## src/design/nrbh_pkg.sv

```systemverilog
// nrbh_pkg: shared constants and types for the nearest ray/box hit block.
// No dependencies; imported by every module of the block.

package nrbh_pkg;

    // depth of the queue between the slab pipeline and the running-minimum stage
    localparam int Q_DEPTH      = 8;
    localparam int QCNT_W       = $clog2(Q_DEPTH + 1);
    localparam int QPTR_W       = $clog2(Q_DEPTH);

    // register stages in the slab pipeline
    localparam int FRONT_STAGES = 4;
    localparam int FCNT_W       = $clog2(FRONT_STAGES + 1);

    // configuration register map
    localparam int REG_IDX_W    = 3;
    typedef logic [REG_IDX_W-1:0] t_reg_idx;

    localparam t_reg_idx REG_ORIGIN_X  = 3'd0;
    localparam t_reg_idx REG_ORIGIN_Y  = 3'd1;
    localparam t_reg_idx REG_ORIGIN_Z  = 3'd2;
    localparam t_reg_idx REG_INV_DIR_X = 3'd3;
    localparam t_reg_idx REG_INV_DIR_Y = 3'd4;
    localparam t_reg_idx REG_INV_DIR_Z = 3'd5;

    typedef struct packed {
        logic push;
        logic pop;
    } t_q_ctrl;

    typedef struct packed {
        logic              empty;
        logic [QCNT_W-1:0] count;
    } t_q_stat;

endpackage

```

## src/design/nrbh_back.sv

```systemverilog
// nrbh_back: running nearest-hit selection and a two-entry result queue.
// Depends on nrbh_pkg.

module nrbh_back #(
    parameter int COORD_WIDTH = 32,
    parameter int ID_WIDTH    = 16
) (
    input  logic                          i_clk,
    input  logic                          i_rst_n,
    input  logic                          i_q_empty,
    input  logic signed [COORD_WIDTH-1:0] i_head_entry,
    input  logic                          i_head_hit,
    input  logic [ID_WIDTH-1:0]           i_head_id,
    input  logic                          i_head_last,
    output logic                          o_q_pop,
    input  logic                          pop,
    output logic                          empty,
    output logic                          o_hit,
    output logic [ID_WIDTH-1:0]           o_hit_id,
    output logic signed [COORD_WIDTH-1:0] o_hit_dist
);
    import nrbh_pkg::*;

    localparam int CW = COORD_WIDTH;

    logic                 r_best_valid;
    logic signed [CW-1:0] r_best_dist;
    logic [ID_WIDTH-1:0]  r_best_id;

    logic                 r_out_hit  [2];
    logic [ID_WIDTH-1:0]  r_out_id   [2];
    logic signed [CW-1:0] r_out_dist [2];
    logic                 r_out_wr;
    logic                 r_out_rd;
    logic [1:0]           r_out_cnt;

    logic                 out_full;
    logic                 out_pop;
    logic                 out_push;
    logic                 take;
    logic                 res_valid;
    logic [ID_WIDTH-1:0]  res_id;
    logic signed [CW-1:0] res_dist;

    assign out_full = (r_out_cnt == 2'd2);
    assign out_pop  = pop && (r_out_cnt != 2'd0);
    assign o_q_pop  = !i_q_empty && (!i_head_last || !out_full);
    assign out_push = o_q_pop && i_head_last;

    // earlier box keeps a tie
    assign take      = i_head_hit && (!r_best_valid || (i_head_entry < r_best_dist));
    assign res_valid = r_best_valid || take;
    assign res_id    = take ? i_head_id    : r_best_id;
    assign res_dist  = take ? i_head_entry : r_best_dist;

    always_ff @(posedge i_clk) begin
        if (!i_rst_n) begin
            r_best_valid <= 1'b0;
        end else if (o_q_pop) begin
            r_best_valid <= i_head_last ? 1'b0 : res_valid;
        end
    end

    always_ff @(posedge i_clk) begin
        if (o_q_pop && take) begin
            r_best_dist <= i_head_entry;
            r_best_id   <= i_head_id;
        end
        if (out_push) begin
            r_out_hit[r_out_wr]  <= res_valid;
            r_out_id[r_out_wr]   <= res_valid ? res_id : '0;
            r_out_dist[r_out_wr] <= res_valid ? res_dist : '0;
        end
    end

    always_ff @(posedge i_clk) begin
        if (!i_rst_n) begin
            r_out_wr  <= 1'b0;
            r_out_rd  <= 1'b0;
            r_out_cnt <= 2'd0;
        end else begin
            if (out_push) r_out_wr <= ~r_out_wr;
            if (out_pop)  r_out_rd <= ~r_out_rd;
            if (out_push && !out_pop)
                r_out_cnt <= r_out_cnt + 2'd1;
            else if (!out_push && out_pop)
                r_out_cnt <= r_out_cnt - 2'd1;
        end
    end

    assign empty      = (r_out_cnt == 2'd0);
    assign o_hit      = r_out_hit[r_out_rd];
    assign o_hit_id   = r_out_id[r_out_rd];
    assign o_hit_dist = r_out_dist[r_out_rd];

    a_out_cnt: assert property (@(posedge i_clk) disable iff (!i_rst_n)
        r_out_cnt != 2'd3)
        else $error("result queue count out of range");

    a_clear_after_last: assert property (@(posedge i_clk) disable iff (!i_rst_n)
        (o_q_pop && i_head_last) |=> !r_best_valid)
        else $error("running best not cleared after last box");

    a_last_needs_room: assert property (@(posedge i_clk) disable iff (!i_rst_n)
        (o_q_pop && i_head_last && !out_pop) |=> r_out_cnt == $past(r_out_cnt) + 2'd1)
        else $error("result lost on last box");

endmodule

```

## config.mk

```make
export PLATFORM = sky130hd
export DESIGN_NAME = nrbh_back
export DESIGN_NICKNAME = d
export VERILOG_FILES = /design/src/design/nrbh_pkg.sv /design/src/design/nrbh_back.sv
export SDC_FILE = /design/constraint.sdc
export NUM_CORES = 1
export LEC_CHECK = 0
export BUFFER_PORTS_ARGS = -buffer_cell sky130_fd_sc_hd__buf_2
export CAP_MARGIN = 5
export CORE_MARGIN = 5
export CORE_UTILIZATION = 44
export DETAILED_ROUTE_END_ITERATION = 7
export PLACE_DENSITY = 0.76
export SLEW_MARGIN = 20
export SYNTH_ARGS = -nofsm -noshare
export SYNTH_HDL_FRONTEND = slang
export SYNTH_SLANG_ARGS = --single-unit
```

## constraint.sdc

```tcl
create_clock -name i_clk -period 6.1 [get_ports i_clk]
set_clock_uncertainty 0.2 [all_clocks]
set_input_delay 1.22 -clock i_clk [delete_from_list [all_inputs] [get_ports i_clk]]
set_output_delay 1.22 -clock i_clk [all_outputs]
set_load 0.03 [all_outputs]
```

==> flow_summary.toml <==
[layout]
post-route-cell-area_um2 = 8320
post-route-util_pct = 53.0
antenna_cells_inserted = 0
num-nets-final = 658
syn2layout_area_growth_pct = 19.3
drive_gt1_share_pct = 34.2

[cts]
cts.reportedPaths.clkPinSlew_ns = 0.06
h_tree_level_count = 4
cts-root-buf = "clkbuf_16"
clock_sink_count = 152
clkLatencyLatePin_ns = 0.41
cts_resized = 0
tritoncts_clock_tree = "yes"
hold_buffer_count_at_cts = 0
setup_fix_buffers_added_after_clock_tree_synthesis = 0
cts-root-to-sink-buffers = 2
numCtsBuffers = 17

[power_and_ir_drop]
power.share.switching_pct = 29.4
power-per-cell-area_nw_per_um2 = 370
power.switching_uw = 906
irDropWorstVdd_mv = 0.288
pwr-share-comb_pct = 24.7
power_mw = 3.08
power.share.sequential_pct = 41.5
internal_power_mw = 2.17
p_leak_nw = 3.20
clkPwrFrac_pct = 33.8

[placement]
post-place-ws_ns = 1.67
detailed_placer_s_ending_hpwl_um = 9580
port_buffers = 104
detailed_place.area_um2 = 7710
finalWeightedCongestion = 0.784

[grt]
grt-ovfl-total = 0
grt_max_degree = 50
grt_pass1_wl_um = 23000
grt_antenna_before_repair = 0
vias_in_the_first_global_route = 4501
globalRouteTotalUtil_pct = 16.3

[timing]
report.final.setup_viol = 0
fmax_mhz = 250
grt_setup_unrepaired = "false"
timing.final.ws_setup_ns = 2.10
hold_violations = 0
max_slew_margin_pct = 30.4
setup_total_negative_slack_ns = 0
layout_worst_path_cycle_share_pct = 65.6
final_period_minus_worst_setup_slack_ns = 4.00
timing.final.max_slew_violations = 0
worst_pin_slew_ns = 1.04

[synth]
synth.avg_cell_area_um2 = 15.1
synth_top_cells_by_area = "edfxtp_1 63%, mux2_2 7.9%, a221o_1 6.9%"
synthesized_netlist_cell_count = 463
synthDominantAreaCellType = "edfxtp_1"
synth.top_cells.by_count = "146 x edfxtp_1, 49 x mux2_2, 48 x a221o_1"
net_count_synth = 549
top_count_cell_post_synth = "edfxtp_1"
synth_ff_type = "edfxtp_1"
syn_area_um2 = 6970
synthArstFlopShare_pct = 0
synth.distinct_cells = 41
yosys_warnings = 0
edff_count_synth = 146
ys_seq_elements = 152
ys_seq_area_share_pct = 64.6
post-synth-top-area-fraction_pct = 62.9

[route]
routed_wire_length_per_instance_um = 17.8
remaining_drc_errors = 0
vias = 4183
drt-vias-per-instance = 5.22
drt_iter0_markers = 291
totalWireLength_um = 14300
ant_nets = 0
firstDrtPassIters = 4

[worst_setup_path]
critical_path.max_fanout = 31
data_arrival_time_of_the_critical_path_ns = 3.86
setup.worst_path.start_class = "primary input"
setup.worst_path.end_class = "register"
worst_ep_required_time_ns = 5.96
timing_worst_setup_path_type = "in2reg"

[floorplanning]
placementRows = 46
die_h_um = 136
boundaryPins = 105
core-area_um2 = 15700
floorplan.die_area_um2 = 18500
die_width_um = 136
floorplan.initialDensity_pct = 44.4

[status]
status = "finished clean"

[flow_run]
maxCapViolations = 0

[min_path]
min-delay-path-class = "reg2reg"
-- critical path, stage by stage --
cell and delay (ns):
buf_2 0.13, ha_1 0.34, nand4_1 0.22, nor2_1 0.07, a221o_1 0.33, a211oi_2 0.32
a31o_2 0.23, nor2b_4 0.49, buf_4 0.49
-- per-stage QoR --
step           instances  hold slack, ns
4_1_cts              801           0.358
3_5_place_dp         769           0.347
6_report             801           0.349
2_1_floorplan        463           0.248
5_1_grt              801           0.377
3_3_place_gp         769           0.302
-- sequential cells by signal, indices dropped and copies added (netlist names), named ones only --
signal,count
r_out_hit,2
r_out_id,32
r_best_valid,1
r_best_dist,32
r_out_cnt,2
r_best_id,16
r_out_rd,1
r_out_dist,64
r_out_wr,1
-- cell families after synthesis --
group | count (synthesis) | synth area share, %
flops | 152 | 64.6
compound gates | 82 | 9.91
fa+ha+maj | 32 | 5.74
mux | 49 | 7.91
simple gates | 89 | 7.59
xor+xnor | 4 | 0.503
buf+inv | 55 | 3.75
-- area by class of cell --
type                       count  area [µm²]
clock buffer                  25         561
clock inverter                 7        52.6
fill                        1296        7390
inverter                      35         131
multi-input combinational    256        2240
sequential                   152        4510
tap                          216         270
timing repair buffer         110         566
-- placed cells by master (no fill, tap or decap), drive strengths merged, types with 2 or more instances in the layout --
cell | Yosys | layout
a21oi | 15 | 15
ha | 32 | 32
nand3 | 3 | 3
a211oi | 2 | 2
nor2 | 5 | 5
o21ai | 8 | 8
buf | 17 | 110
nor3 | 2 | 2
nand4 | 6 | 6
xnor2 | 3 | 3
a221o | 48 | 48
and3 | 2 | 2
clkinv | 0 | 2
dfxtp | 6 | 6
nand2 | 13 | 13
clkinvlp | 0 | 4
inv | 35 | 36
mux2 | 49 | 49
clkbuf | 3 | 25
nor2b | 2 | 2
edfxtp | 146 | 146
and2 | 52 | 52
-- power groups by stage --
stage	clock, mW	combinational, mW	sequential (mW)
3_3_place_gp	0	0.758	1.30
3_5_place_dp	0	0.771	1.30
6_report	1.04	0.761	1.28
4_1_cts	1.06	0.777	1.28
2_1_floorplan	0	0.565	1.30
5_1_grt	1.11	0.823	1.29
-- worst paths after layout --
check	slack, ns	endpoint	cells after the start	startpoint
max	2.10	r_best_dist[10]$_DFFE_PP_	9	i_head_entry[27]
min	0.35	r_out_cnt[1]$_SDFFE_PN0P_	2	r_out_cnt[1]$_SDFFE_PN0P_
max reg2reg	2.62	r_best_dist[10]$_DFFE_PP_	9	r_best_dist[27]$_DFFE_PP_
min reg2reg	0.35	r_out_cnt[1]$_SDFFE_PN0P_	2	r_out_cnt[1]$_SDFFE_PN0P_
-- routing by layer --
metal  GRT usage [%]  share of wire, %
met1            19.3                42
met2            28.6                52
met3            4.63               5.0
met4            5.15               1.1
met5               0                 0
Power figures use the tool's default switching activity.
