<file path="src/design/nrbh_pkg.sv">
// nrbh_pkg: shared constants and types for the nearest ray/box hit block.
// No dependencies; imported by every module of the block.

package nrbh_pkg;

    // depth of the queue between the slab pipeline and the running-minimum stage
    localparam int Q_DEPTH      = 8;
    localparam int QCNT_W       = $clog2(Q_DEPTH + 1);
    localparam int QPTR_W       = $clog2(Q_DEPTH);

    // register stages in the slab pipeline
    localparam int FRONT_STAGES = 4;
    localparam int FCNT_W       = $clog2(FRONT_STAGES + 1);

    // configuration register map
    localparam int REG_IDX_W    = 3;
    typedef logic [REG_IDX_W-1:0] t_reg_idx;

    localparam t_reg_idx REG_ORIGIN_X  = 3'd0;
    localparam t_reg_idx REG_ORIGIN_Y  = 3'd1;
    localparam t_reg_idx REG_ORIGIN_Z  = 3'd2;
    localparam t_reg_idx REG_INV_DIR_X = 3'd3;
    localparam t_reg_idx REG_INV_DIR_Y = 3'd4;
    localparam t_reg_idx REG_INV_DIR_Z = 3'd5;

    typedef struct packed {
        logic push;
        logic pop;
    } t_q_ctrl;

    typedef struct packed {
        logic              empty;
        logic [QCNT_W-1:0] count;
    } t_q_stat;

endpackage

</file>
<file path="src/design/nrbh_cfg.sv">
// nrbh_cfg: APB-style register file holding the ray origin and inverse direction.
// Depends on nrbh_pkg for the register map.

module nrbh_cfg #(
    parameter int COORD_WIDTH = 32,
    parameter int FRAC_BITS   = 16,
    parameter int PDATA_W     = 32,
    parameter int PADDR_W     = 5
) (
    input  logic                          i_clk,
    input  logic                          i_rst_n,
    input  logic                          psel,
    input  logic                          penable,
    input  logic                          pwrite,
    input  logic [PADDR_W-1:0]            paddr,
    input  logic [PDATA_W-1:0]            pwdata,
    output logic [PDATA_W-1:0]            prdata,
    output logic signed [COORD_WIDTH-1:0] o_origin  [3],
    output logic signed [COORD_WIDTH-1:0] o_inv_dir [3]
);
    import nrbh_pkg::*;

    localparam int CW = COORD_WIDTH;

    logic signed [CW-1:0] r_origin [3];
    logic signed [CW-1:0] r_inv    [3];
    t_reg_idx             reg_idx;
    logic                 wr_en;

    assign reg_idx = paddr[PADDR_W-1 -: REG_IDX_W];
    assign wr_en   = psel & penable & pwrite;

    always_ff @(posedge i_clk) begin
        if (!i_rst_n) begin
            for (int a = 0; a < 3; a++) begin
                r_origin[a] <= '0;
                // 1.0 in the fixed-point format
                r_inv[a]    <= CW'(1) << FRAC_BITS;
            end
        end else if (wr_en) begin
            case (reg_idx)
                REG_ORIGIN_X:  r_origin[0] <= pwdata[CW-1:0];
                REG_ORIGIN_Y:  r_origin[1] <= pwdata[CW-1:0];
                REG_ORIGIN_Z:  r_origin[2] <= pwdata[CW-1:0];
                REG_INV_DIR_X: r_inv[0]    <= pwdata[CW-1:0];
                REG_INV_DIR_Y: r_inv[1]    <= pwdata[CW-1:0];
                REG_INV_DIR_Z: r_inv[2]    <= pwdata[CW-1:0];
                default: ;
            endcase
        end
    end

    always_comb begin
        case (reg_idx)
            REG_ORIGIN_X:  prdata = PDATA_W'($unsigned(r_origin[0]));
            REG_ORIGIN_Y:  prdata = PDATA_W'($unsigned(r_origin[1]));
            REG_ORIGIN_Z:  prdata = PDATA_W'($unsigned(r_origin[2]));
            REG_INV_DIR_X: prdata = PDATA_W'($unsigned(r_inv[0]));
            REG_INV_DIR_Y: prdata = PDATA_W'($unsigned(r_inv[1]));
            REG_INV_DIR_Z: prdata = PDATA_W'($unsigned(r_inv[2]));
            default:       prdata = '0;
        endcase
    end

    assign o_origin  = r_origin;
    assign o_inv_dir = r_inv;

endmodule

</file>
<file path="config.mk">
export PLATFORM = sky130hd
export DESIGN_NAME = nrbh_cfg
export DESIGN_NICKNAME = d
export VERILOG_FILES = /design/src/design/nrbh_pkg.sv /design/src/design/nrbh_cfg.sv
export SDC_FILE = /design/constraint.sdc
export NUM_CORES = 1
export LEC_CHECK = 0
export BUFFER_PORTS_ARGS = -buffer_cell sky130_fd_sc_hd__buf_2
export CAP_MARGIN = 20
export CORE_ASPECT_RATIO = 2
export CORE_MARGIN = 1
export CORE_UTILIZATION = 50
export CTS_BUF_LIST = sky130_fd_sc_hd__clkbuf_4
export DETAILED_ROUTE_END_ITERATION = 16
export GPL_ROUTABILITY_DRIVEN = 0
export MAX_ROUTING_LAYER = met4
export PLACE_DENSITY = 0.86
export REMOVE_ABC_BUFFERS = 1
export SLEW_MARGIN = 20
export SYNTH_ARGS = -nofsm -noshare
export SYNTH_HDL_FRONTEND = slang
export SYNTH_SLANG_ARGS = --single-unit
</file>
<file path="constraint.sdc">
create_clock -name i_clk -period 3.08 [get_ports i_clk]
set_input_delay 0.308 -clock i_clk [delete_from_list [all_inputs] [get_ports i_clk]]
set_output_delay 0.308 -clock i_clk [all_outputs]
set_load 0.05 [all_outputs]
</file>
==> flow_metrics.tcl, run 1 <==
set metrics [dict create \
    slew_viol_final 0 \
    worstMarginPinSlew_ns 0.715 \
    fillCellCount 1435 \
    cts-root-buf "clkbuf_4" \
    p_comb_share_pct 10.2 \
    power_density_nw_per_um2 421 \
    path_cells "buf_2, buf_4, mux2_2, a221oi_1, a21oi_1, buf_2" \
    first_pass_iters 6 \
    min_period_ns 2.38 \
    cts.repair.resized 0 \
    synth_area_um2 8570 \
    drt_wl_total_mm 25.0 \
    clock-sinks 192 \
    antenna_found_initial 4 \
    r2r-end "o_inv_dir[10]" \
    seq_power_share_pct 57.9 \
    crit_end "prdata[26]" \
    synth_seq_area_share_pct 44.8 \
    p_leak_uw 0.00436 \
    ir_drop_v 0.000360 \
    max_freq_mhz 420 \
    top_layer_used "met4" \
    grt_pass1_wl_mm 38.2 \
    max_cap_viol_count 0 \
    cp.arrival_ns 2.07 \
    drive_above_1_share_pct 35.1 \
    port_buffers 263 \
    rsz0062_at_grt "no" \
    route.detailed.drc 0 \
    p_int_uw 3140 \
    hold_violations 0 \
    cpMaxStageDelayCell "buf_2" \
    cp_max_fo 23 \
    max-slew-margin-rel_pct 52.3 \
    r2r_start "o_inv_dir[10]" \
    yosys.cell_types.count 25 \
    switchingPower_uw 1210 \
    met1_length_mm 9.24 \
    detail_route.wl_per_cell_um 18.9 \
    placed_area_um2 10000 \
    start_util_pct 51.1 \
    antenna_left 0 \
    core_um2 16800 \
    clk_pin_slew_ns 0.17 \
    clock_skew_ns 0 \
    cp_common_cell "buf_2" \
    endpoint_kind "output pin" \
    dr_wl_met3_mm 1.26 \
    fin_tns_setup_ns 0 \
    dieArea_um2 17700 \
    cts_tree "yes" \
    outcome "finished, final reports clean" \
    ys_ff_latch 192 \
    hold_class "input pin to flop" \
    pin_count 266 \
    hpwl_mm 17.0 \
    grt_max_degree 70 \
    vias_per_cell 5.71 \
    syn2layout_area_growth_pct 20.6 \
    gr-total-overflow 0 \
    synthCells 856 \
    final_cell_area_um2 10300 \
    die_height_um 187 \
    row_count 67 \
    wl_met2_mm 13.0 \
    avgSynthCellArea_um2 10.0 \
    vias 7530 \
    drt_iter0_drc 305 \
    cp_slowest_stage_delay_ns 0.52 \
    rrSetupSlack_ns 2.37 \
    gr-usage-all-layers_pct 29.0 \
    final_nets 1137 \
    required_ns 2.77 \
    ys_warn_count 0 \
    crit_start "paddr[3]" \
    pwr-share-clk_pct 32.0 \
    grt_pass1_vias 7326 \
    cts_buffer_depth 2 \
    period_share_pct 77.2 \
    crit_type "input pin to output pin" \
    setup-violations-final 0 \
    h-tree-depth 4 \
    r2r_cells 2 \
    swShare_pct 27.9 \
    die_x_um 94.6 \
    numCtsBuffers 17 \
    startpoint_type "input pin" \
    clk_latency_ns 0.57 \
]
-- cell usage after synthesis (all sizes together) --
master | instances | area share, %
a21oi | 13 | 0.76
o22ai | 15 | 1.1
dfxtp | 192 | 45
nand4b | 1 | 0.28
a221oi | 13 | 1.3
mux2 | 60 | 7.9
nand4 | 1 | 0.073
nor3 | 3 | 0.57
nor2b | 7 | 0.51
mux2i | 198 | 23
nand2b | 2 | 0.15
inv | 1 | 0.044
clkbuf | 31 | 1.4
o221ai | 3 | 0.31
a22oi | 43 | 3.8
nor2 | 5 | 0.36
a22o | 1 | 0.10
mux4 | 1 | 0.26
nand2 | 226 | 9.9
buf | 40 | 3.3
-- layout by cell type, fill, tap and decap left out, drive strengths merged --
master	n
mux2	60
a22oi	43
nand4	1
mux2i	198
clkinvlp	3
bufinv	2
buf	290
a21oi	13
clkinv	4
mux4	1
nor2	5
dfxtp	192
a22o	1
nand4b	1
nand2	226
nor2b	7
dlygate4sd3	1
clkbuf	20
o22ai	15
nor3	3
diode	4
o221ai	3
nand2b	2
inv	4
a221oi	13
-- power groups by stage --
stage,logic [µW],clock network [µW],registers [µW]
finish,443,1390,2520
global route,467,1520,2520
CTS,441,1420,2520
detailed placement,439,0,2570
global placement,433,0,2570
floorplan,165,0,2630
-- sequential cells by signal, summed over array words and instances, names as in the netlist --
signal	cells
o_origin	96
o_inv_dir	96
-- per-layer routing --
| layer | track usage [%] | vias up |
|---|---|---|
| li1 | - | 3476 |
| met1 | 30.7 | 3619 |
| met2 | 48.7 | 335 |
| met3 | 4.19 | 100 |
| met4 | 19.6 | 0 |
| met5 | - | - |
-- cell families (layout without fill, tap and decap cells) --
kind of cell / count (synthesis) / count (layout) / share of synthesized area, %
flops: 192 / 192 / 44.8
simple gates: 245 / 245 / 11.8
compound gates: 88 / 88 / 7.36
mux: 259 / 259 / 31.3
buf+inv: 72 / 324 / 4.71
other cells: 0 / 4 / 0
-- repair_timing --
item,CTS,global route
hold buffers,1,0
setup buffers,0,0
endpoints found under the hold margin,2,0
endpoints found under the setup margin,0,0
-- worst min path at each step --
stage | cells past startpoint | to | from | slack, ns
after CTS | 3 | o_origin[47] | pwdata[15] | 0.05
final | 3 | o_inv_dir[56] | pwdata[24] | 0.09
after detailed placement | 2 | o_origin[59] | o_origin[59] | 0.46
after global placement | 2 | o_origin[61] | o_origin[61] | 0.45
after global routing | 3 | o_origin[47] | pwdata[15] | 0.07
after floorplan | 2 | o_inv_dir[0] | i_rst_n | 0.46
-- metrics by stage --
step / setup WS (ns) / total power, µW / hold WS (ns) / utilization, % / std cells
after global routing: 0.613 / 4510 / 0.0655 / 61.7 / 1319
after CTS: 0.700 / 4380 / 0.0471 / 61.6 / 1315
after global placement: 0.811 / 3000 / 0.450 / 59.9 / 1282
after floorplan: 0.496 / 2800 / 0.456 / - / 785
final: 0.702 / 4350 / 0.0946 / 61.7 / 1319
after detailed placement: 0.723 / 3010 / 0.459 / 59.9 / 1282
-- worst max-delay path: cells and delay by family --
| family | cells | cell delay [ns] |
|---|---|---|
| buffers and inverters | 3 | 1.05 |
| multiplexers | 1 | 0.36 |
| AO/OA/AOI/OAI | 2 | 0.34 |
-- cell type report --
| type | instances | area (µm²) | area share [%] |
|---|---|---|---|
| antenna | 4 | 10.0 | 0.0968 |
| clock buffer | 20 | 150 | 1.45 |
| clock inverter | 12 | 134 | 1.29 |
| inverter | 1 | 3.75 | 0.0363 |
| multi-input combinational | 592 | 4340 | 42.0 |
| sequential | 192 | 3840 | 37.2 |
| tap | 207 | 259 | 2.51 |
| timing repair buffer | 291 | 1600 | 15.5 |
Power figures use the tool's default switching activity.
==> inputs of run 2 (changes only) <==
--- a/config.mk
+++ b/config.mk
@@ -5,16 +5,17 @@
 export SDC_FILE = /design/constraint.sdc
 export NUM_CORES = 1
 export LEC_CHECK = 0
+export ABC_AREA = 1
 export BUFFER_PORTS_ARGS = -buffer_cell sky130_fd_sc_hd__buf_2
 export CAP_MARGIN = 20
 export CORE_ASPECT_RATIO = 2
 export CORE_MARGIN = 1
-export CORE_UTILIZATION = 50
+export CORE_UTILIZATION = 49
 export CTS_BUF_LIST = sky130_fd_sc_hd__clkbuf_4
 export DETAILED_ROUTE_END_ITERATION = 16
 export GPL_ROUTABILITY_DRIVEN = 0
 export MAX_ROUTING_LAYER = met4
-export PLACE_DENSITY = 0.86
+export PLACE_DENSITY = 0.87
 export REMOVE_ABC_BUFFERS = 1
 export SLEW_MARGIN = 20
 export SYNTH_ARGS = -nofsm -noshare
==> constraint.sdc (replaced) <==
create_clock -name i_clk -period 1.9 [get_ports i_clk]
set_input_delay 0.19 -clock i_clk [delete_from_list [all_inputs] [get_ports i_clk]]
set_output_delay 0.19 -clock i_clk [all_outputs]
set_load 0.05 [all_outputs]
==> run 2 against run 1 <==
  * Synthesized cell count up 76%
  * Critical path depth down 1
  * Worst hold slack better by 0.014 ns
  * Register-to-register slack worse by 1.2 ns
  * Clock skew unchanged
  * Non-clock buffer count up 54
  * Area after synthesis up 9.2%
  * Global-route usage up 5.2 points
  * Via count up 46%
  * Sequential power up 63%
  * Clock power up 81%
  * Largest power group unchanged
  * Highest routed layer unchanged
==> flow_metrics.tcl, run 2 <==
set metrics [dict create \
    synth_edf_count 0 \
    row_count 71 \
    power_density_nw_per_um2 655 \
    hpwl_mm 21.5 \
    max_freq_mhz 561 \
    vias 10968 \
    drive_above_1_share_pct 20.3 \
    cp_max_fo 3 \
    cts_tree "yes" \
    numCtsBuffers 17 \
    die_height_um 198 \
    required_ns 1.71 \
    async_flop_share_pct 0 \
    fillCellCount 1653 \
    clock-sinks 192 \
    synth_most_common_cell "nand2_1" \
    h-tree-depth 4 \
    antenna_found_initial 4 \
    min_period_ns 1.78 \
    core_um2 18700 \
    outcome "finished, final reports clean" \
    slew_viol_final 0 \
    clock_skew_ns 0 \
    hold_violations 0 \
    synthFlopType "dfxtp_1" \
    ir_drop_v 0.000561 \
    worstHoldStart "penable" \
    synthCells 1504 \
    ys_top_cells_by_count "434 x nand2_1, 417 x nor2_1, 202 x nand3_1" \
    hold_class "input pin to flop" \
    drt_wl_total_mm 32.5 \
    antenna_left 0 \
    route.detailed.drc 0 \
    max-slew-margin-rel_pct 68.3 \
    yosys.cell_types.count 17 \
    clk_latency_ns 0.57 \
    yosys.area.top_type "dfxtp_1" \
    seq_area_um2 3840 \
    multi_input_area_um2 4780 \
    crit_start "o_inv_dir[15]" \
    dp.cells 1959 \
    detail_route.wl_per_cell_um 16.0 \
    final_cell_area_um2 11800 \
    ys_ff_latch 192 \
    final_cell_mix "434 x nand2_1, 416 x nor2_1, 260 x buf_2" \
    clk_pin_slew_ns 0.17 \
    synth_top_area_share_pct 41.0 \
    syn2layout_area_growth_pct 26.1 \
    startpoint_type "flop" \
    gr-total-overflow 0 \
    ys_warn_count 0 \
    placed_area_um2 11100 \
    final_nets 1799 \
    max_cap_viol_count 0 \
    synthTopCellsByArea "dfxtp_1 41%, nand2_1 17%, nor2_1 17%" \
    pin_count 266 \
    cts_buffer_depth 2 \
    cts_setup_buffers 0 \
    vias_per_cell 5.41 \
    gr-usage-all-layers_pct 34.3 \
    period_share_pct 93.8 \
    synth_seq_area_share_pct 41.0 \
    final_cells 2029 \
    cts-root-buf "clkbuf_4" \
    die_x_um 99.8 \
    first_pass_iters 5 \
    start_util_pct 50.0 \
    final_common_cell "nand2_1" \
    avgSynthCellArea_um2 6.23 \
    setup-violations-final 0 \
    endpoint_kind "output pin" \
    port_buffers 263 \
    drt_iter0_drc 897 \
    fin_util_pct 63.0 \
    r2r_start "o_origin[23]" \
    p_leak_uw 0.00602 \
    finalPower_uw 7740 \
    grt_pass1_wl_mm 51.3 \
    synth_area_um2 9360 \
    crit_type "flop to output pin" \
    cp.arrival_ns 1.59 \
    grt_max_degree 71 \
    worstMarginPinSlew_ns 0.476 \
    grt_pass1_vias 10270 \
    rsz0062_at_grt "no" \
    dieArea_um2 19700 \
]
-- run 2: changes by cell type in the layout (fill, tap and decap cells not counted), moves of 7 or more --
cell	delta
a21oi_1	-7
a221oi_1	-13
a22oi_1	-43
buf_12	+15
dlygate4sd3_1	+33
inv_1	+64
mux2_2	-60
mux2i_1	-198
nand2_1	+208
nand3_1	+202
nand4_1	+57
nor2_1	+414
nor2_4	+9
o22ai_1	-15
-- run 2: cells by family (layout without fill, tap and decap cells) --
kind of cell	count (synthesis)	count (layout)	share of synthesized area (%)
other	0	4	0
flip-flops	192	192	41.0
AND/OR/NAND/NOR	1124	1124	50.1
AO/OA/AOI/OAI	9	9	0.481
buffers and inverters	179	445	8.36
-- run 2: cell type report --
class | instances | share of cell area, %
clock buffer | 17 | 1.08
tap | 255 | 2.70
sequential | 192 | 32.5
multi-input combinational | 1133 | 40.5
clock inverter | 15 | 1.64
inverter | 68 | 2.20
antenna | 4 | 0.0847
timing repair buffer | 345 | 19.3
-- run 2: through the flow --
| stage | hold WS [ns] | setup WS (ns) | setup TNS [ns] |
|---|---|---|---|
| final | 0.109 | 0.118 | 0 |
| after global routing | 0.132 | 0.00777 | 0 |
| after CTS | 0.0886 | 0.0975 | 0 |
| after detailed placement | 0.477 | 0.0724 | 0 |
| after global placement | 0.461 | 0.159 | 0 |
| after floorplan | 0.275 | -0.452 | -19.57 |
-- run 2: worst paths after layout --
check | endpoint | slack [ns] | cells after the start
setup / recovery | prdata[15] | 0.12 | 5
hold / removal | o_inv_dir[80] | 0.11 | 4
setup reg to reg | o_origin[23] | 1.22 | 2
hold reg to reg | o_origin[48] | 0.50 | 2
-- run 2: where the power goes --
group | switching (µW) | internal, µW | total [µW] | leakage (µW)
Sequential | 40.7 | 4080 | 4120 | 0.00155
Clock | 1550 | 957 | 2510 | 0.000175
Combinational | 792 | 312 | 1100 | 0.00430
Total | 2390 | 5350 | 7740 | 0.00602
-- run 2: critical path, stage by stage (launching register included) --
cell and delay, ns:
dfxtp_1 0.40, nand4_1 0.11, nand2_1 0.10, nor2_1 0.04, nand2_1 0.08, buf_2 0.27
-- run 2: routing by layer --
| metal | share of wire [%] | vias up | track usage (%) |
|---|---|---|---|
| met2 | 50 | 676 | 57.3 |
| met5 | 0 | - | - |
| met1 | 35 | 4913 | 36.2 |
| li1 | - | 5211 | - |
| met4 | 6.8 | 0 | 25.9 |
| met3 | 8.2 | 168 | 4.85 |
-- run 2: timing repair --
action                                  in CTS  in global routing
resized for setup                            0                  2
hold buffers                                34                  0
hold endpoints to repair                   173                  0
endpoints found under the setup margin       0                  1
==> inputs of run 3 (changes only) <==
--- a/config.mk
+++ b/config.mk
@@ -16,7 +16,6 @@
 export GPL_ROUTABILITY_DRIVEN = 0
 export MAX_ROUTING_LAYER = met4
 export PLACE_DENSITY = 0.87
-export REMOVE_ABC_BUFFERS = 1
 export SLEW_MARGIN = 20
 export SYNTH_ARGS = -nofsm -noshare
 export SYNTH_HDL_FRONTEND = slang
==> run 3 against run 2 <==
  * Setup slack worse by 0.081 ns
  * Core utilization fell by 1.9 points
  * Highest routed layer unchanged
  * Sequential cell count unchanged
  * Wire length grew 5.7%
  * Combinational power about the same
  * Largest cell class unchanged
  * Sequential power barely moved
  * Via count fell by 1.7%
==> flow_metrics.tcl, run 3 (synthesis gave the netlist of run 2 again) <==
set metrics [dict create \
    dieArea_um2 19700 \
    outcome "finished, final reports clean" \
    clk_latency_ns 0.57 \
    fin_util_pct 61.2 \
    row_count 71 \
    worstHoldStart "pwdata[13]" \
    final_cell_area_um2 11500 \
    numCtsBuffers 17 \
    grt_max_degree 58 \
    final_cell_mix "434 x nand2_1, 408 x nor2_1, 257 x buf_2" \
    fin_tns_setup_ns 0 \
    die_x_um 99.8 \
    min_to "o_inv_dir[77]" \
    core_um2 18700 \
    drt_wl_total_mm 34.4 \
    cts_tree "yes" \
    cpMaxStageDelayCell "dfxtp_1" \
    min_period_ns 1.86 \
    clock-sinks 192 \
    ir_drop_v 0.000492 \
    first_pass_iters 5 \
    clock_skew_ns 0 \
    max_cap_viol_count 0 \
    antenna_found_initial 1 \
    slew_viol_final 0 \
    port_buffers 263 \
    synthesis.nets 1546 \
    gr-total-overflow 0 \
    grt_pass1_vias 9664 \
    endpoint_kind "output pin" \
    clk_pin_slew_ns 0.17 \
    rrSetupSlack_ns 0.73 \
    setup-violations-final 0 \
    h-tree-depth 4 \
    antenna_left 0 \
    max_freq_mhz 537 \
    drive_above_1_share_pct 21.0 \
    detail_route.wl_per_cell_um 17.2 \
    max-slew-margin-rel_pct 68.5 \
    pin_count 266 \
    cp_max_fo 3 \
    route.detailed.drc 0 \
    power_density_nw_per_um2 644 \
    cp_common_cell "nand2_1" \
    required_ns 1.71 \
    crit_type "flop to output pin" \
    final_nets 1771 \
    syn2layout_area_growth_pct 22.4 \
    worstMarginPinSlew_ns 0.472 \
    r2r-end "o_inv_dir[16]" \
    period_share_pct 98.0 \
    hpwl_mm 24.4 \
    hold_class "input pin to flop" \
    whs_path_depth 5 \
    cts-root-buf "clkbuf_4" \
    cts_buffer_depth 2 \
    r2r_start "o_inv_dir[16]" \
    cts_setup_buffers 0 \
    rsz0062_at_grt "no" \
    startpoint_type "flop" \
    vias 10780 \
    r2r_cells 3 \
    finalPower_uw 7380 \
    hold_violations 0 \
    grt_pass1_wl_mm 51.7 \
    final_common_cell "nand2_1" \
    cp_slowest_stage_delay_ns 0.35 \
    start_util_pct 50.0 \
    drt_iter0_drc 723 \
    placed_area_um2 11100 \
    p_leak_uw 0.00587 \
    die_height_um 198 \
    path_cells "nand4_1, nand2_1, nor2_1, nand2_1, buf_2" \
    vias_per_cell 5.40 \
    cp.arrival_ns 1.67 \
    gr-usage-all-layers_pct 35.5 \
]
[run 3: layer usage]
layer,track usage [%],share of wire (%)
met5,-,0
met4,32.7,10
met3,4.49,7.2
met2,58.6,50
met1,35.9,33
[run 3: worst max-delay path by stage]
stage                 endpoint  depth (start not counted)           from  slack (ns)
floorplan            prdata[0]                          9       paddr[4]        0.30
finish              prdata[15]                          5  o_inv_dir[15]        0.04
global route        prdata[19]                          5   o_origin[19]       0.003
global placement    prdata[26]                         10       paddr[4]        0.18
CTS                 prdata[24]                          5  o_inv_dir[24]       0.002
detailed placement  prdata[26]                         10       paddr[4]        0.15
[run 3: power by group]
part / switching (µW) / total [µW] / internal (µW)
registers: 45.3 / 4130 / 4080
logic: 793 / 1080 / 286
clock network: 1450 / 2170 / 720
total: 2290 / 7380 / 5090
[run 3: final cells by class]
type	count	area, µm²
Timing Repair Buffer	317	2000
Clock buffer	21	158
Antenna cell	1	2.50
Clock inverter	10	105
Multi-Input combinational cell	1133	4770
Fill cell	1755	7280
Sequential cell	192	3840
Tap cell	255	319
Inverter	68	260
[run 3: per-stage QoR]
step	worst slack, ns	std cells	hold slack, ns
floorplan	0.301	1504	0.316
finish	0.0377	1997	0.0379
detailed placement	0.150	1956	0.468
global route	0.00309	1997	0.0299
CTS	0.00248	1996	0.00310
global placement	0.182	1956	0.456
[run 3: repair_timing]
action / in CTS / in global routing
hold buffers: 9 / 0
gates cloned: 0 / 0
resized for setup: 1 / 11
endpoints found under the hold margin: 59 / 0
setup endpoints to repair: 1 / 10
[run 3: critical path, delay by kind of cell, from the launching register on]
family | cells | cell delay (ns)
flip-flops | 1 | 0.35
AND/OR/NAND/NOR | 4 | 0.52
buffers and inverters | 1 | 0.22
