File: config.mk
export PLATFORM = sky130hd
export DESIGN_NAME = nrbh_queue
export DESIGN_NICKNAME = d
export VERILOG_FILES = /design/src/design/nrbh_pkg.sv /design/src/design/nrbh_queue.sv
export SDC_FILE = /design/constraint.sdc
export NUM_CORES = 1
export LEC_CHECK = 0
export BUFFER_PORTS_ARGS = -buffer_cell sky130_fd_sc_hd__clkbuf_2
export CAP_MARGIN = 5
export CELL_PAD_IN_SITES_DETAIL_PLACEMENT = 2
export CELL_PAD_IN_SITES_GLOBAL_PLACEMENT = 2
export CORE_AREA = 8 8 201 203
export CTS_CLUSTER_DIAMETER = 50
export CTS_CLUSTER_SIZE = 40
export DETAILED_ROUTE_END_ITERATION = 7
export DIE_AREA = 0 0 209 211
export PLACE_DENSITY_LB_ADDON = 0.1
export SLEW_MARGIN = 20
export SYNTH_ARGS = -nofsm -noshare
export SYNTH_HDL_FRONTEND = slang
export SYNTH_SLANG_ARGS = --single-unit
File: constraint.sdc
create_clock -name i_clk -period 4.84 [get_ports i_clk]
set_input_delay 0.484 -clock i_clk [delete_from_list [all_inputs] [get_ports i_clk]]
set_output_delay 0.484 -clock i_clk [all_outputs]
set_load 0.1 [all_outputs]
File: src/design/nrbh_pkg.sv
// nrbh_pkg: shared constants and types for the nearest ray/box hit block.
// No dependencies; imported by every module of the block.

package nrbh_pkg;

    // depth of the queue between the slab pipeline and the running-minimum stage
    localparam int Q_DEPTH      = 8;
    localparam int QCNT_W       = $clog2(Q_DEPTH + 1);
    localparam int QPTR_W       = $clog2(Q_DEPTH);

    // register stages in the slab pipeline
    localparam int FRONT_STAGES = 4;
    localparam int FCNT_W       = $clog2(FRONT_STAGES + 1);

    // configuration register map
    localparam int REG_IDX_W    = 3;
    typedef logic [REG_IDX_W-1:0] t_reg_idx;

    localparam t_reg_idx REG_ORIGIN_X  = 3'd0;
    localparam t_reg_idx REG_ORIGIN_Y  = 3'd1;
    localparam t_reg_idx REG_ORIGIN_Z  = 3'd2;
    localparam t_reg_idx REG_INV_DIR_X = 3'd3;
    localparam t_reg_idx REG_INV_DIR_Y = 3'd4;
    localparam t_reg_idx REG_INV_DIR_Z = 3'd5;

    typedef struct packed {
        logic push;
        logic pop;
    } t_q_ctrl;

    typedef struct packed {
        logic              empty;
        logic [QCNT_W-1:0] count;
    } t_q_stat;

endpackage

File: src/design/nrbh_queue.sv
// nrbh_queue: show-ahead FIFO between the slab pipeline and the running minimum.
// Depends on nrbh_pkg for depth and control/status types.

module nrbh_queue #(
    parameter int WIDTH = 50
) (
    input  logic              i_clk,
    input  logic              i_rst_n,
    input  nrbh_pkg::t_q_ctrl i_ctrl,
    input  logic [WIDTH-1:0]  i_data,
    output logic [WIDTH-1:0]  o_data,
    output nrbh_pkg::t_q_stat o_stat
);
    import nrbh_pkg::*;

    logic [WIDTH-1:0]  r_mem [Q_DEPTH];
    logic [QPTR_W-1:0] r_wr;
    logic [QPTR_W-1:0] r_rd;
    logic [QCNT_W-1:0] r_cnt;
    logic              do_pop;

    assign do_pop = i_ctrl.pop && (r_cnt != '0);

    always_ff @(posedge i_clk) begin
        if (!i_rst_n) begin
            r_wr  <= '0;
            r_rd  <= '0;
            r_cnt <= '0;
        end else begin
            if (i_ctrl.push)
                r_wr <= (r_wr == QPTR_W'(Q_DEPTH - 1)) ? '0 : r_wr + 1'b1;
            if (do_pop)
                r_rd <= (r_rd == QPTR_W'(Q_DEPTH - 1)) ? '0 : r_rd + 1'b1;
            if (i_ctrl.push && !do_pop)
                r_cnt <= r_cnt + 1'b1;
            else if (!i_ctrl.push && do_pop)
                r_cnt <= r_cnt - 1'b1;
        end
    end

    always_ff @(posedge i_clk) begin
        if (i_ctrl.push) r_mem[r_wr] <= i_data;
    end

    assign o_data       = r_mem[r_rd];
    assign o_stat.empty = (r_cnt == '0);
    assign o_stat.count = r_cnt;

    a_no_overflow: assert property (@(posedge i_clk) disable iff (!i_rst_n)
        !(i_ctrl.push && r_cnt == QCNT_W'(Q_DEPTH)))
        else $error("queue written while full");

endmodule

==> flow_results.org, run 1 <==
** Run status
- Result of the run :: completed

** Clock network
- Total of hold buffers inserted after clock tree synthesis :: 0
- Clock Pin Slew Worst Setup and Hold Paths :: 0.07 ns
- H-tree depth reported by CTS :: 2
- After clock tree synthesis, the setup repair step added 0 buffers.
- Counting every sink on the clock net gives 413.
- Gates resized during post-CTS repair numbered 0.
- The root buffer cell chosen for the clock tree is clkbuf_16.
- Inserted Clock Buffers :: 41
- The clock passes through at most 3 buffers.
- Clock Latency Late Sink :: 0.55 ns
- CTS tree :: built

** Layout
- Summing all flip-flop and latch instances after layout gives 0.0123 sq mm.
- The repair_antennas step left the layout with diodes totalling 0.
- Leaving out filler cells and counting taps, the final layout contains 1,292.
- Relative area change from synthesis to final layout :: 15.9%
- Non-Filler Cell Area, Final :: 0.0186 sq mm
- Nets@finish :: 849
- For this run, the share of the core covered by cells in the final layout is 0.502.
- Of the cells placed in the final design, the portion with a size suffix greater than 1 is 0.312.
- The layout has 3,176 filler cells.
- The multi-input combinational cells in the finished layout cover a total of 0.00365 sq mm.

** Global routing
- The initial antenna violation count was 4.
- Across every metal layer, demand over resource in global routing totals 0.167.
- The via count of the first global-routing pass came to 8,235.
- The first global-routing pass estimated 54.7 mm of wire.
- Entering global routing, the biggest net connects 64 pins.
- The total overflow left after global routing is 0.

** Worst setup path
- Slowest stage cell, crit path :: dfxtp_4
- STA puts the critical path data required time at 4.36 ns.
- Worst setup path class :: flop to output pin
- Along the worst path, the maximum fanout reaches 62.
- In this design, the stage delay of the slowest critical-path cell is 0.81 ns.
- Worst setup SP type :: flop
- Kind of capture point of the worst setup path :: output pin
- Worst EP arrival :: 3.19 ns
- Cell chain of the critical path :: buf_12, mux4_1, mux2_2, clkbuf_2

** Place
- Timing analysis after detailed placement gives a worst setup slack of 1.65 ns.
- Routability-driven placement finished with a final weighted congestion of 0.652.
- Final HPWL DP :: 21.2 mm
- The number of placed instances, taps included, is 1,218.
- Area post-placement :: 0.0172 sq mm
- Buffers placed on the I/O ports in this run total 108.

** Yosys
- Synth warn :: 0
- When the netlist entered floorplanning its net count stood at 712.
- Gate count after technology mapping :: 650
- The average instance in the mapped netlist occupies 24.7 sq um.
- Of the synthesized area, sequential elements account for 0.764.
- Flip-flop and latch count after synthesis :: 413
- Cell variety after synth :: 28
- In this run the cell area of the synthesized design comes to 0.0161 sq mm.

** STA
- Final count of hold timing violations :: 0
- Worst hold-check slack :: 0.219 ns
- Based on the critical path, the design can be clocked at up to 272 MHz.
- Aggregate negative setup slack :: 0 ns
- Max Slew Vio Count :: 0
- For the pin with the worst max-slew slack, the measured transition is 1.05 ns.
- Setup repair after global routing left no endpoint under its margin.
- Measured against its own limit, the worst slew margin works out to 0.297.
- Post-route minimum period :: 3.67 ns
- Min setup slack post-route :: 1.17 ns
- Of the available clock period, the critical path in the final layout requires 0.759.
- Final count of negative-setup-slack endpoints :: 0
- Clock tree skew after final layout :: 0.0113 ns

** Hold path
- The tightest min-delay check is of the input port to flop type.

** Pwr
- Switching share of power :: 0.333
- Summed over all cells, the static leakage comes to 6.19 nW.
- Net load switching power :: 3.27 mW
- VDD sags by at most 0.000514 V.
- Internal cell power :: 6.56 mW
- Of the total power, registers draw 0.424.
- Of the total power, the clock network draws 0.337.
- Of the total power, combinational logic draws 0.239.
- Power comes to 9.83 mW.
- Total power density per cell area :: 528 mW/mm^2

** Drt
- Mean routed wirelength per cell :: 28.5 microns
- Via density per instance :: 5.61
- Remaining design rule violation count :: 0
- For this block, the initial DRC count from the detailed router was 384.
- The count of nets left with antenna violations once routing finished came out at 0.
- Final routed wirelength across all metal layers :: 36.8 mm
- Via count :: 7,249
- DR pass1 iterations :: 4

** Floorplanning
- I/O pin count :: 109
- Placeable core area :: 0.0371 sq mm
- Number of cell rows :: 71
- The die covers 0.0441 sq mm.
- The floorplan step set the die height to 211 microns.
- From left edge to right edge, the die measures 209 microns.
- Initial standard-cell utilization of the core :: 0.433

** Job
- The tool flagged a number of max-cap violations equal to 0.
==> per-layer routing <==
layer / part of all wire / wire length [microns] / up-vias / GRT usage
met4: 0.018 / 656 / 8 / 0.0418
met3: 0.042 / 1550 / 52 / 0.0328
met2: 0.51 / 18700 / 146 / 0.288
met1: 0.43 / 15800 / 3896 / 0.217
li1: - / - / 3147 / -
met5: 0.0015 / 56 / - / 0
==> flip-flops by register name, summed over array words and instances (netlist names), named ones only <==
register	cells
r_cnt	4
r_mem	400
r_rd	3
r_wr	3
==> worst max-delay path: cells and delay by family, from the launching register on <==
family	cells	cell delay [ns]
flops	1	0.81
mux	2	0.96
buf+inv	2	0.82
==> final timing paths <==
kind	startpoint	slack, ns	end	depth (start not counted)
max	flop	1.17	o_data[40]	4
min reg2reg	r_cnt[3]	0.55	r_cnt[3]	2
max reg2reg	r_cnt[1]	2.32	r_cnt[3]	8
min	i_data[42]	0.22	r_mem[1][42]	1
==> logic make-up after synthesis <==
family,count (synthesis),synth area share
multiplexers,154,0.201
XOR/XNOR,2,0.00109
buffers and inverters,32,0.0127
AND/OR/NAND/NOR,32,0.0102
AO/OA/AOI/OAI,9,0.00452
flip-flops,413,0.764
adder cells (fa/ha/maj),8,0.00670
==> layout by cell type, fill, tap and decap left out, types with 5 or more instances in the layout <==
| master | n |
|---|---|
| nor2_4 | 6 |
| clkbuf_16 | 41 |
| ha_1 | 7 |
| mux2_2 | 50 |
| bufinv_16 | 5 |
| nand2_1 | 6 |
| mux4_1 | 100 |
| edfxtp_1 | 400 |
| dfxtp_1 | 10 |
| inv_6 | 10 |
| clkbuf_2 | 108 |
| buf_4 | 13 |
| nor2b_1 | 5 |
==> power groups by stage <==
stage,clock (mW),sequential (mW),combinational [mW]
final,3.31,4.17,2.35
after global routing,3.52,4.19,2.45
after CTS,3.40,4.18,2.39
after detailed placement,0,4.26,2.39
after global placement,0,4.24,2.33
after floorplan,0,4.25,1.96
==> cell usage after synthesis <==
| library cell | count | area share |
|---|---|---|
| mux2_2 | 50 | 0.035 |
| a21oi_1 | 3 | 0.00093 |
| mux2i_1 | 4 | 0.0025 |
| dfxtp_1 | 13 | 0.016 |
| buf_1 | 9 | 0.0021 |
| and2_1 | 4 | 0.0016 |
| xnor2_1 | 2 | 0.0011 |
| fa_1 | 1 | 0.0012 |
| ha_1 | 7 | 0.0055 |
| nand3_1 | 1 | 0.00031 |
| nor4_1 | 1 | 0.00039 |
| o41ai_4 | 1 | 0.0017 |
| clkbuf_2 | 1 | 0.00031 |
| o21ai_0 | 2 | 0.00062 |
| o22ai_1 | 1 | 0.00039 |
| nor2b_1 | 5 | 0.0019 |
| nand2b_1 | 4 | 0.0016 |
| edfxtp_1 | 400 | 0.75 |
| nor3b_1 | 1 | 0.00047 |
| inv_1 | 2 | 0.00047 |
| nand2_1 | 6 | 0.0014 |
| a31oi_1 | 1 | 0.00039 |
| a211oi_1 | 1 | 0.00047 |
| mux4_1 | 100 | 0.16 |
| nor2_1 | 7 | 0.0016 |
| buf_6 | 11 | 0.0077 |
| clkbuf_1 | 9 | 0.0021 |
| nor3_1 | 3 | 0.00093 |
==> area by class of cell <==
cell class,count,share of cell area
Clock buffer,43,0.0555
Clock inverter,31,0.0195
Inverter,2,0.000403
Multi-Input combinational cell,205,0.196
Sequential cell,413,0.659
Tap cell,474,0.0318
Timing Repair Buffer,124,0.0375
(Power assumes the default switching activity.)
==> inputs of run 2 (changes only) <==
Clock period 4.84 ns to 2.95 ns, I/O delays scaled along.
==> flow_results.org, run 2 (synthesized netlist as in run 1, its figures left out) <==
** Clock network
- TritonCTS built the clock tree.
- Clock Latency Late Sink :: 0.55 ns (about the same)
- The number of clock sinks seen by CTS came to 413 (unchanged).
- Clock Pin Slew Worst Setup and Hold Paths :: 0.07 ns (about the same)
- The number of buffers inserted during clock tree synthesis came to 42 (+2.4%).
- H-tree depth reported by CTS :: 2 (unchanged)
- Library cell used as clock root buffer :: clkbuf_16
- The buffer levels on the longest clock path came to 3 (unchanged).

** Worst setup path
- The arrival time at the worst endpoint came to 2.58 ns (-0.61 ns).
- Critical path peak fanout :: 16 (-74%)
- Kind of capture point of the worst setup path :: output pin
- Worst setup SP type :: flop
- Worst setup path class :: flop to output pin
- Worst endpoint required time :: 2.65 ns (-1.71 ns)

** Pwr
- Total power density per cell area :: 868 mW/mm^2 (+65%)
- Static Leakage :: 6.28 nW (+1.4%)
- Comb power frac :: 0.251 (+0.012)
- The fraction of power spent switching nets came to 0.334 (+0.00122).
- The part of the power in the clock network is 0.338 (about the same).
- The portion of total power attributed to sequential cells is 0.411 (-0.013).
- Internal cell power :: 11.0 mW (+67%)
- Highest ir drop seen on vdd :: 0.000814 V (+59%)
- Net load switching power :: 5.50 mW (+68%)

** Layout
- Nets@finish :: 856 (+0.82%)
- Top library cells by usage in the layout, fill and taps aside :: 400 x edfxtp_1, 100 x mux4_1, 72 x clkbuf_2
- Register ranked first by flip-flop count :: r_mem
- The number of flip-flops under the largest register name came to 400 (unchanged).
- Fraction of layout instances using a drive strength above 1 :: 0.322 (+0.00987)
- The post-layout utilization of the core was 0.511 (+0.00890).
- Leaving out fill and tap cells, the most frequent cell in the layout is edfxtp_1.
- The largest registers in the layout are r_mem (400), r_cnt (4).
- The count of placed standard cells in the final layout, fillers left out was 1,299 (+0.54%).
- Relative to the synthesized area, the layout overhead comes to 18.0%.

** STA
- Min setup slack post-route :: 0.0755 ns (-1.09 ns)
- The total setup violations reported at the end of the flow is 0 (unchanged).
- Actual transition at the worst max-transition pin :: 0.756 ns (-0.297 ns)
- The final number of max-transition violations was 0 (unchanged).
- Clock tree skew after final layout :: 0.0328 ns (+0.0215 ns)
- Worst hold-check slack :: 0.0369 ns (-0.182 ns)
- Post-route minimum period :: 2.87 ns
- Ratio of final minimum period to clock period :: 0.974
- The remaining max-slew budget at the tightest pin was 0.495 (+0.198).
- Setup repair after global routing missed its margin :: no
- Timing would allow up to 348 MHz.
- The number of hold violations in the final report came to 0 (unchanged).

** Hold path
- Worst hold path type :: input port to flop

** Place
- The placement-stage worst setup slack was 0.374 ns (-1.27 ns).
- Placer Congestion :: 0.669 (+2.6%)
- The number of I/O port buffers is 108 (unchanged).
- The HPWL after detailed placement was 21.7 mm (+2.3%).
- DP Cell Count :: 1,223 (+0.41%)

** Global routing
- The via count of the first global-routing pass is 8,358 (+1.5%).
- GR Util All Layers :: 0.172 (+0.00518)
- The wire length of the first global-routing pass was 56.2 mm (+2.8%).
- Number of antenna violations at the first check in global routing :: 3 (-1)
- The largest net degree at the start of global routing came to 51 (-20%).
- Grt ovf :: 0 (unchanged)

** Drt
- The detailed-route vias per instance was 5.62 (+0.11%).
- The iteration count of the initial detailed-routing pass came to 4 (unchanged).
- The remaining routing DRC violations came to 0 (unchanged).
- The vias after detailed routing came to 7,296 (+0.65%).
- Mean routed wirelength per cell :: 29.3 microns (+2.8%)
- The number of nets with antenna violations after detailed routing is 0 (unchanged).
- Final routed wirelength across all metal layers :: 38.1 mm (+3.4%)
- Violation count after the first detailed-routing iteration :: 343 (-11%)

** Floorplanning
- Placeable core area :: 0.0371 sq mm (unchanged)
- The site row count was 71 (unchanged).
- Initial standard-cell utilization of the core :: 0.433 (unchanged)
- Horizontal extent of the die :: 209 microns (unchanged)
- I/O pin count :: 109 (unchanged)
- The floorplan die area is 0.0441 sq mm (unchanged).
- The die height was 211 microns (unchanged).

** Job
- Max Cap Viol :: 0 (unchanged)

** Run status
- The run finished with clean final reports.
-- run 2: final timing paths --
path / cells past startpoint / to / slack (ns) / startpoint
max: 4 / o_data[46] / 0.08 / flop
min: 1 / r_mem[6][21] / 0.04 / i_data[21]
max reg2reg: 8 / r_cnt[3] / 0.33 / r_cnt[1]
min reg2reg: 2 / r_cnt[3] / 0.56 / r_cnt[3]
-- run 2: area by class of cell --
cell class	count	area (sq um)
inverter	2	7.51
antenna	1	2.50
multi-input combinational	205	3670
tap	474	593
clock inverter	31	417
clock buffer	43	1050
sequential	413	12300
fill	3119	18200
timing repair buffer	130	933
-- run 2: metal layers --
layer	routed length [microns]	share of wire	vias up	global-route usage
met5	41	0.0011	-	0
met4	515	0.014	6	0.0365
met3	1390	0.036	53	0.0326
met2	19800	0.52	155	0.309
met1	16300	0.43	3925	0.217
li1	-	-	3157	-
-- run 2: what timing repair did --
action                     4_1_cts  5_1_grt
hold buffers                     0        0
resized for setup               13       24
buffers inserted                 1        0
pin swaps                        0        0
setup endpoints to repair       44       24
-- run 2: power groups by stage --
stage	logic [mW]	registers (mW)	clock network, mW
6_report	4.13	6.77	5.57
5_1_grt	4.30	6.78	5.89
4_1_cts	4.19	6.77	5.71
3_5_place_dp	4.10	6.92	0
3_3_place_gp	3.98	6.88	0
2_1_floorplan	3.22	6.97	0
-- run 2: worst max-delay path, cell delays in order (launching register included) --
cell and delay, ns:
dfxtp_4 0.55, buf_12 0.23, mux4_1 0.59, mux2_2 0.30
clkbuf_2 0.37
-- run 2: stage by stage --
stage          setup TNS [ns]  total power, mW  instance area (sq um)
2_1_floorplan          -40.69             10.2                  16100
3_3_place_gp                0             10.9                  17400
3_5_place_dp                0             11.0                  17400
4_1_cts                     0             16.7                  19000
5_1_grt                     0             17.0                  19000
6_report                    0             16.5                  19000
==> inputs of run 3 (changes only) <==
Settings changed: CORE_AREA 8 8 201 203 to 8 8 185 187, CTS_CLUSTER_SIZE 40 to 14, DIE_AREA 0 0 209 211 to 0 0 193 195, TNS_END_PERCENT set to 100.
Clock period 2.95 ns to 3.4 ns, I/O delays scaled along.
==> flow_results.org, run 3 <==
** Yosys
- Leading cell types by total area after synthesis :: edfxtp_1 75%, mux4_1 16%, mux2_2 3.5%
- Cell types with the highest counts after synthesis :: 400 x edfxtp_1, 100 x mux4_1, 50 x mux2_2, 13 x dfxtp_1, 11 x buf_6
- By instance count, the leading cell after synthesis is edfxtp_1.
- The distinct cell type count after synthesis is 28 (unchanged).
- Synthesized netlist net count :: 712 (unchanged)
- The biggest area contributor in the post-synthesis netlist is edfxtp_1.
- The flip-flop and latch count after synthesis came to 413 (unchanged).
- Share of the synthesized area in the top cell type :: 0.748 (unchanged)
- Among all flip-flop cells after synthesis, the most frequent one is edfxtp_1.
- Synth warn :: 0 (unchanged)
- The average cell area after synthesis was 24.7 sq um (unchanged).
- The proportion of register bits with asynchronous set or reset after synthesis is 0 (unchanged).
- The number of instances in the synthesized netlist was 650 (unchanged).
- Synthesized cell area :: 0.0161 sq mm (unchanged)
- Number of synthesized flops with an enable pin :: 400 (unchanged)
- Portion of the post-synthesis area used by sequential elements :: 0.764 (unchanged)

** Place
- Final HPWL DP :: 25.7 mm (+18%)
- The routability-driven placement congestion ratio is 0.699 (+4.5%).
- The number of I/O port buffers was 108 (unchanged).

** Floorplanning
- The site row count came to 65 (-8.5%).
- The die height is 195 microns (-7.6%).
- The total I/O pin count came to 109 (unchanged).
- Initial standard-cell utilization of the core :: 0.515 (+0.0818)
- Horizontal extent of the die :: 193 microns (-7.7%)

** Run status
- Result of the run :: stopped before the end
- Tool Error :: [ERROR DPL-0033] detailed placement checks failed during check placement.
- It got as far as 3_5_place_dp and failed there.
run 3: cell counts after synthesis:
Identical to the previous run, type by type.
run 3: cells by family after synthesis:
group,after synthesis,synth area share
DFF,413,0.764
muxes,154,0.201
buffers and inverters,32,0.0127
and+or+nand+nor,32,0.0102
AOI/OAI and AO/OA,9,0.00452
adders and majority gates,8,0.00670
xor gates and xnor gates,2,0.00109
run 3: metrics by stage:
step,std cells,instance area [sq um],hold WS (ns)
global placement,1153,17300,0.529
floorplan,650,16100,0.439
==> inputs of run 4 (changes only) <==
Settings changed: CELL_PAD_IN_SITES_DETAIL_PLACEMENT 2 to not set, CELL_PAD_IN_SITES_GLOBAL_PLACEMENT 2 to not set, CORE_AREA 8 8 185 187 to 8 8 210 212, CTS_CLUSTER_DIAMETER 50 to not set, CTS_CLUSTER_SIZE 14 to not set, DIE_AREA 0 0 193 195 to 0 0 218 220, PLACE_DENSITY_LB_ADDON 0.1 to 0.15.
==> flow_results.org, run 4 (synthesized netlist as in run 1, its figures left out) <==
** Worst setup path
- Kind of capture point of the worst setup path :: output pin
- Worst endpoint required time :: 3.06 ns
- The critical path is of the flop to output pin type.
- Buf+Inv Stages, Crit Path :: 2
- Slowest stage cell, crit path :: dfxtp_4
- Cell chain of the critical path :: buf_4, mux4_1, mux2_2, clkbuf_2
- Largest stage delay, worst path :: 0.68 ns
- In this run the worst path has a maximum fanout of 26.
- Worst R2R Path Depth :: 8
- At the worst endpoint, the arrival time is 2.83 ns.
- The worst setup path is launched from a flop.
- Number of cells on the critical path :: 4
- Critical path's top delay family :: multiplexers

** Drt
- Mean routed wirelength per cell :: 24.8 microns
- Remaining design rule violation count :: 0
- The first detailed-routing pass took 6 iterations.
- Dividing the detail-routed via count by the number of cells gives 5.20.
- Final routed wirelength across all metal layers :: 33.7 mm
- Violation count after the first detailed-routing iteration :: 371
- Antenna viol nets, final :: 0
- Via count :: 7,059

** Clock network
- Number of gates given a new drive strength after cts :: 0
- For the worst-skew pair, the clock arrives at the later sink with an insertion delay of 0.53 ns.
- The clock net in this run drives a total of 413 sinks.
- CTS tree :: built
- The tree is rooted in a clkbuf_16.
- After clock tree synthesis, the clock-pin slew on the worst setup and hold paths is 0.06 ns.
- The H-tree generated during clock tree synthesis spans 2 levels.
- Inserted Clock Buffers :: 42
- Number of buffers added for setup after CTS :: 0
- Hold repair after CTS inserted 0 buffers.
- Clock tree buffer depth :: 3

** Place
- Count of buffers from port buffering :: 108 (unchanged)
- Final HPWL DP :: 19.4 mm (-24%)
- The routability-driven placement congestion ratio is 0.703 (+0.63%).
- Setup slack at placement :: 0.739 ns

** Floorplanning
- Number of cell rows :: 74 (+14%)
- Horizontal extent of the die :: 218 microns (+13%)
- Floorplan die area :: 0.0480 sq mm
- The die height is 220 microns (+13%).
- The starting density of the core was 0.396 (-0.118).
- The total I/O pin count came to 109 (unchanged).
- The core region is 0.0406 sq mm.

** Global routing
- Grt ovf :: 0
- The initial antenna violation count is 4.
- In the global route stage, overall resource usage came out at 0.141.
- Via count of the first global-routing pass :: 7,708
- Wire length of the first global-routing pass :: 50.0 mm
- Entering global routing, the biggest net connects 63 pins.

** STA
- Across all setup checks in the final design, the least slack found is 0.235 ns.
- Ratio of final minimum period to clock period :: 0.931
- Setup violations remaining at the end of the flow were counted as 0.
- Setup repair after global routing missed its margin :: no
- Static timing analysis puts the maximum clock frequency at 316 MHz.
- The worst pin sits at a relative slew slack of 0.469.
- Max Slew Vio Count :: 0
- Across the routed clock network, the largest skew measured is 0.0144 ns.
- Actual transition at the worst max-transition pin :: 0.795 ns
- Aggregate negative setup slack :: 0 ns
- The number of hold violations in the final report came to 0.
- Worst hold-check slack :: 0.0818 ns
- Post-route minimum period :: 3.17 ns

** Job
- Across the run, the number of max-cap violations was 0.

** Layout
- From synthesis to final layout, the design area changed by 17.0%.
- Post-route core utilization :: 0.464
- 0 antenna diodes ended up in the layout.
- Number of flip-flops in the largest register :: 400
- Most common cell after layout, fill and taps aside :: edfxtp_1
- In the final layout, the share of cells above drive strength 1 is 0.303.
- Ranked by flip-flop count, first place goes to r_mem.
- The top cell types in the final layout, fill and taps aside, are 400 x edfxtp_1, 108 x clkbuf_2, 100 x mux4_1.
- Nets@finish :: 856
- In the final layout, the registers with the most flip-flops are r_mem (400), r_cnt (4).

** Hold path
- Worst hold path type :: input port to flop
- Cells on Worst Hold Path :: 1

** Pwr
- Total power density per cell area :: 723 mW/mm^2
- Total Power Consumption :: 13.6 mW
- The worst-case IR drop observed on VDD is 0.000824 V.
- For this design the static power due to leakage is 6.22 nW.

** Run status
- Result of the run :: completed
run 4: power by group:
part	total [mW]	internal, mW	switching [mW]	leakage (nW)
clock	4.26	2.47	1.79	0.636
combinational	3.45	0.990	2.46	1.84
sequential	5.89	5.72	0.163	3.74
run 4: layout make-up:
type                       instances  area, sq um
clock buffer                      54         1160
clock inverter                    21          119
fill                            3374        21700
inverter                           2         7.51
multi-input combinational        205         3670
sequential                       413        12300
tap                              532          666
timing repair buffer             130          906
run 4: stage by stage:
step	instance area, sq um	cells
after floorplan	16100	650
after global placement	17500	1282
after detailed placement	17500	1282
after CTS	18800	1357
after global routing	18800	1357
final	18800	1357
run 4: worst paths after layout:
kind / start / to / slack (ns)
worst min register to register: r_rd[1] / flop / 0.53
worst max-delay path: flop / o_data[14] / 0.23
worst max register to register: r_cnt[1] / r_cnt[3] / 0.78
worst min-delay path: i_data[2] / r_mem[7][2] / 0.08
run 4: layer usage:
metal  wire [microns]  share of wire  global-route usage
met4              544          0.016              0.0327
met2            16400           0.49               0.236
met1            15200           0.45               0.184
met3             1490          0.044              0.0343
met5               39         0.0012                   0
run 4: worst reg2reg max path, cell delays in order (launching register included):
cell	delay, ns
dfxtp_1	0.41
o41ai_4	0.58
ha_1	0.27
inv_1	0.10
ha_1	0.34
a21oi_1	0.26
a211oi_1	0.15
a31oi_1	0.21
mux2i_1	0.22
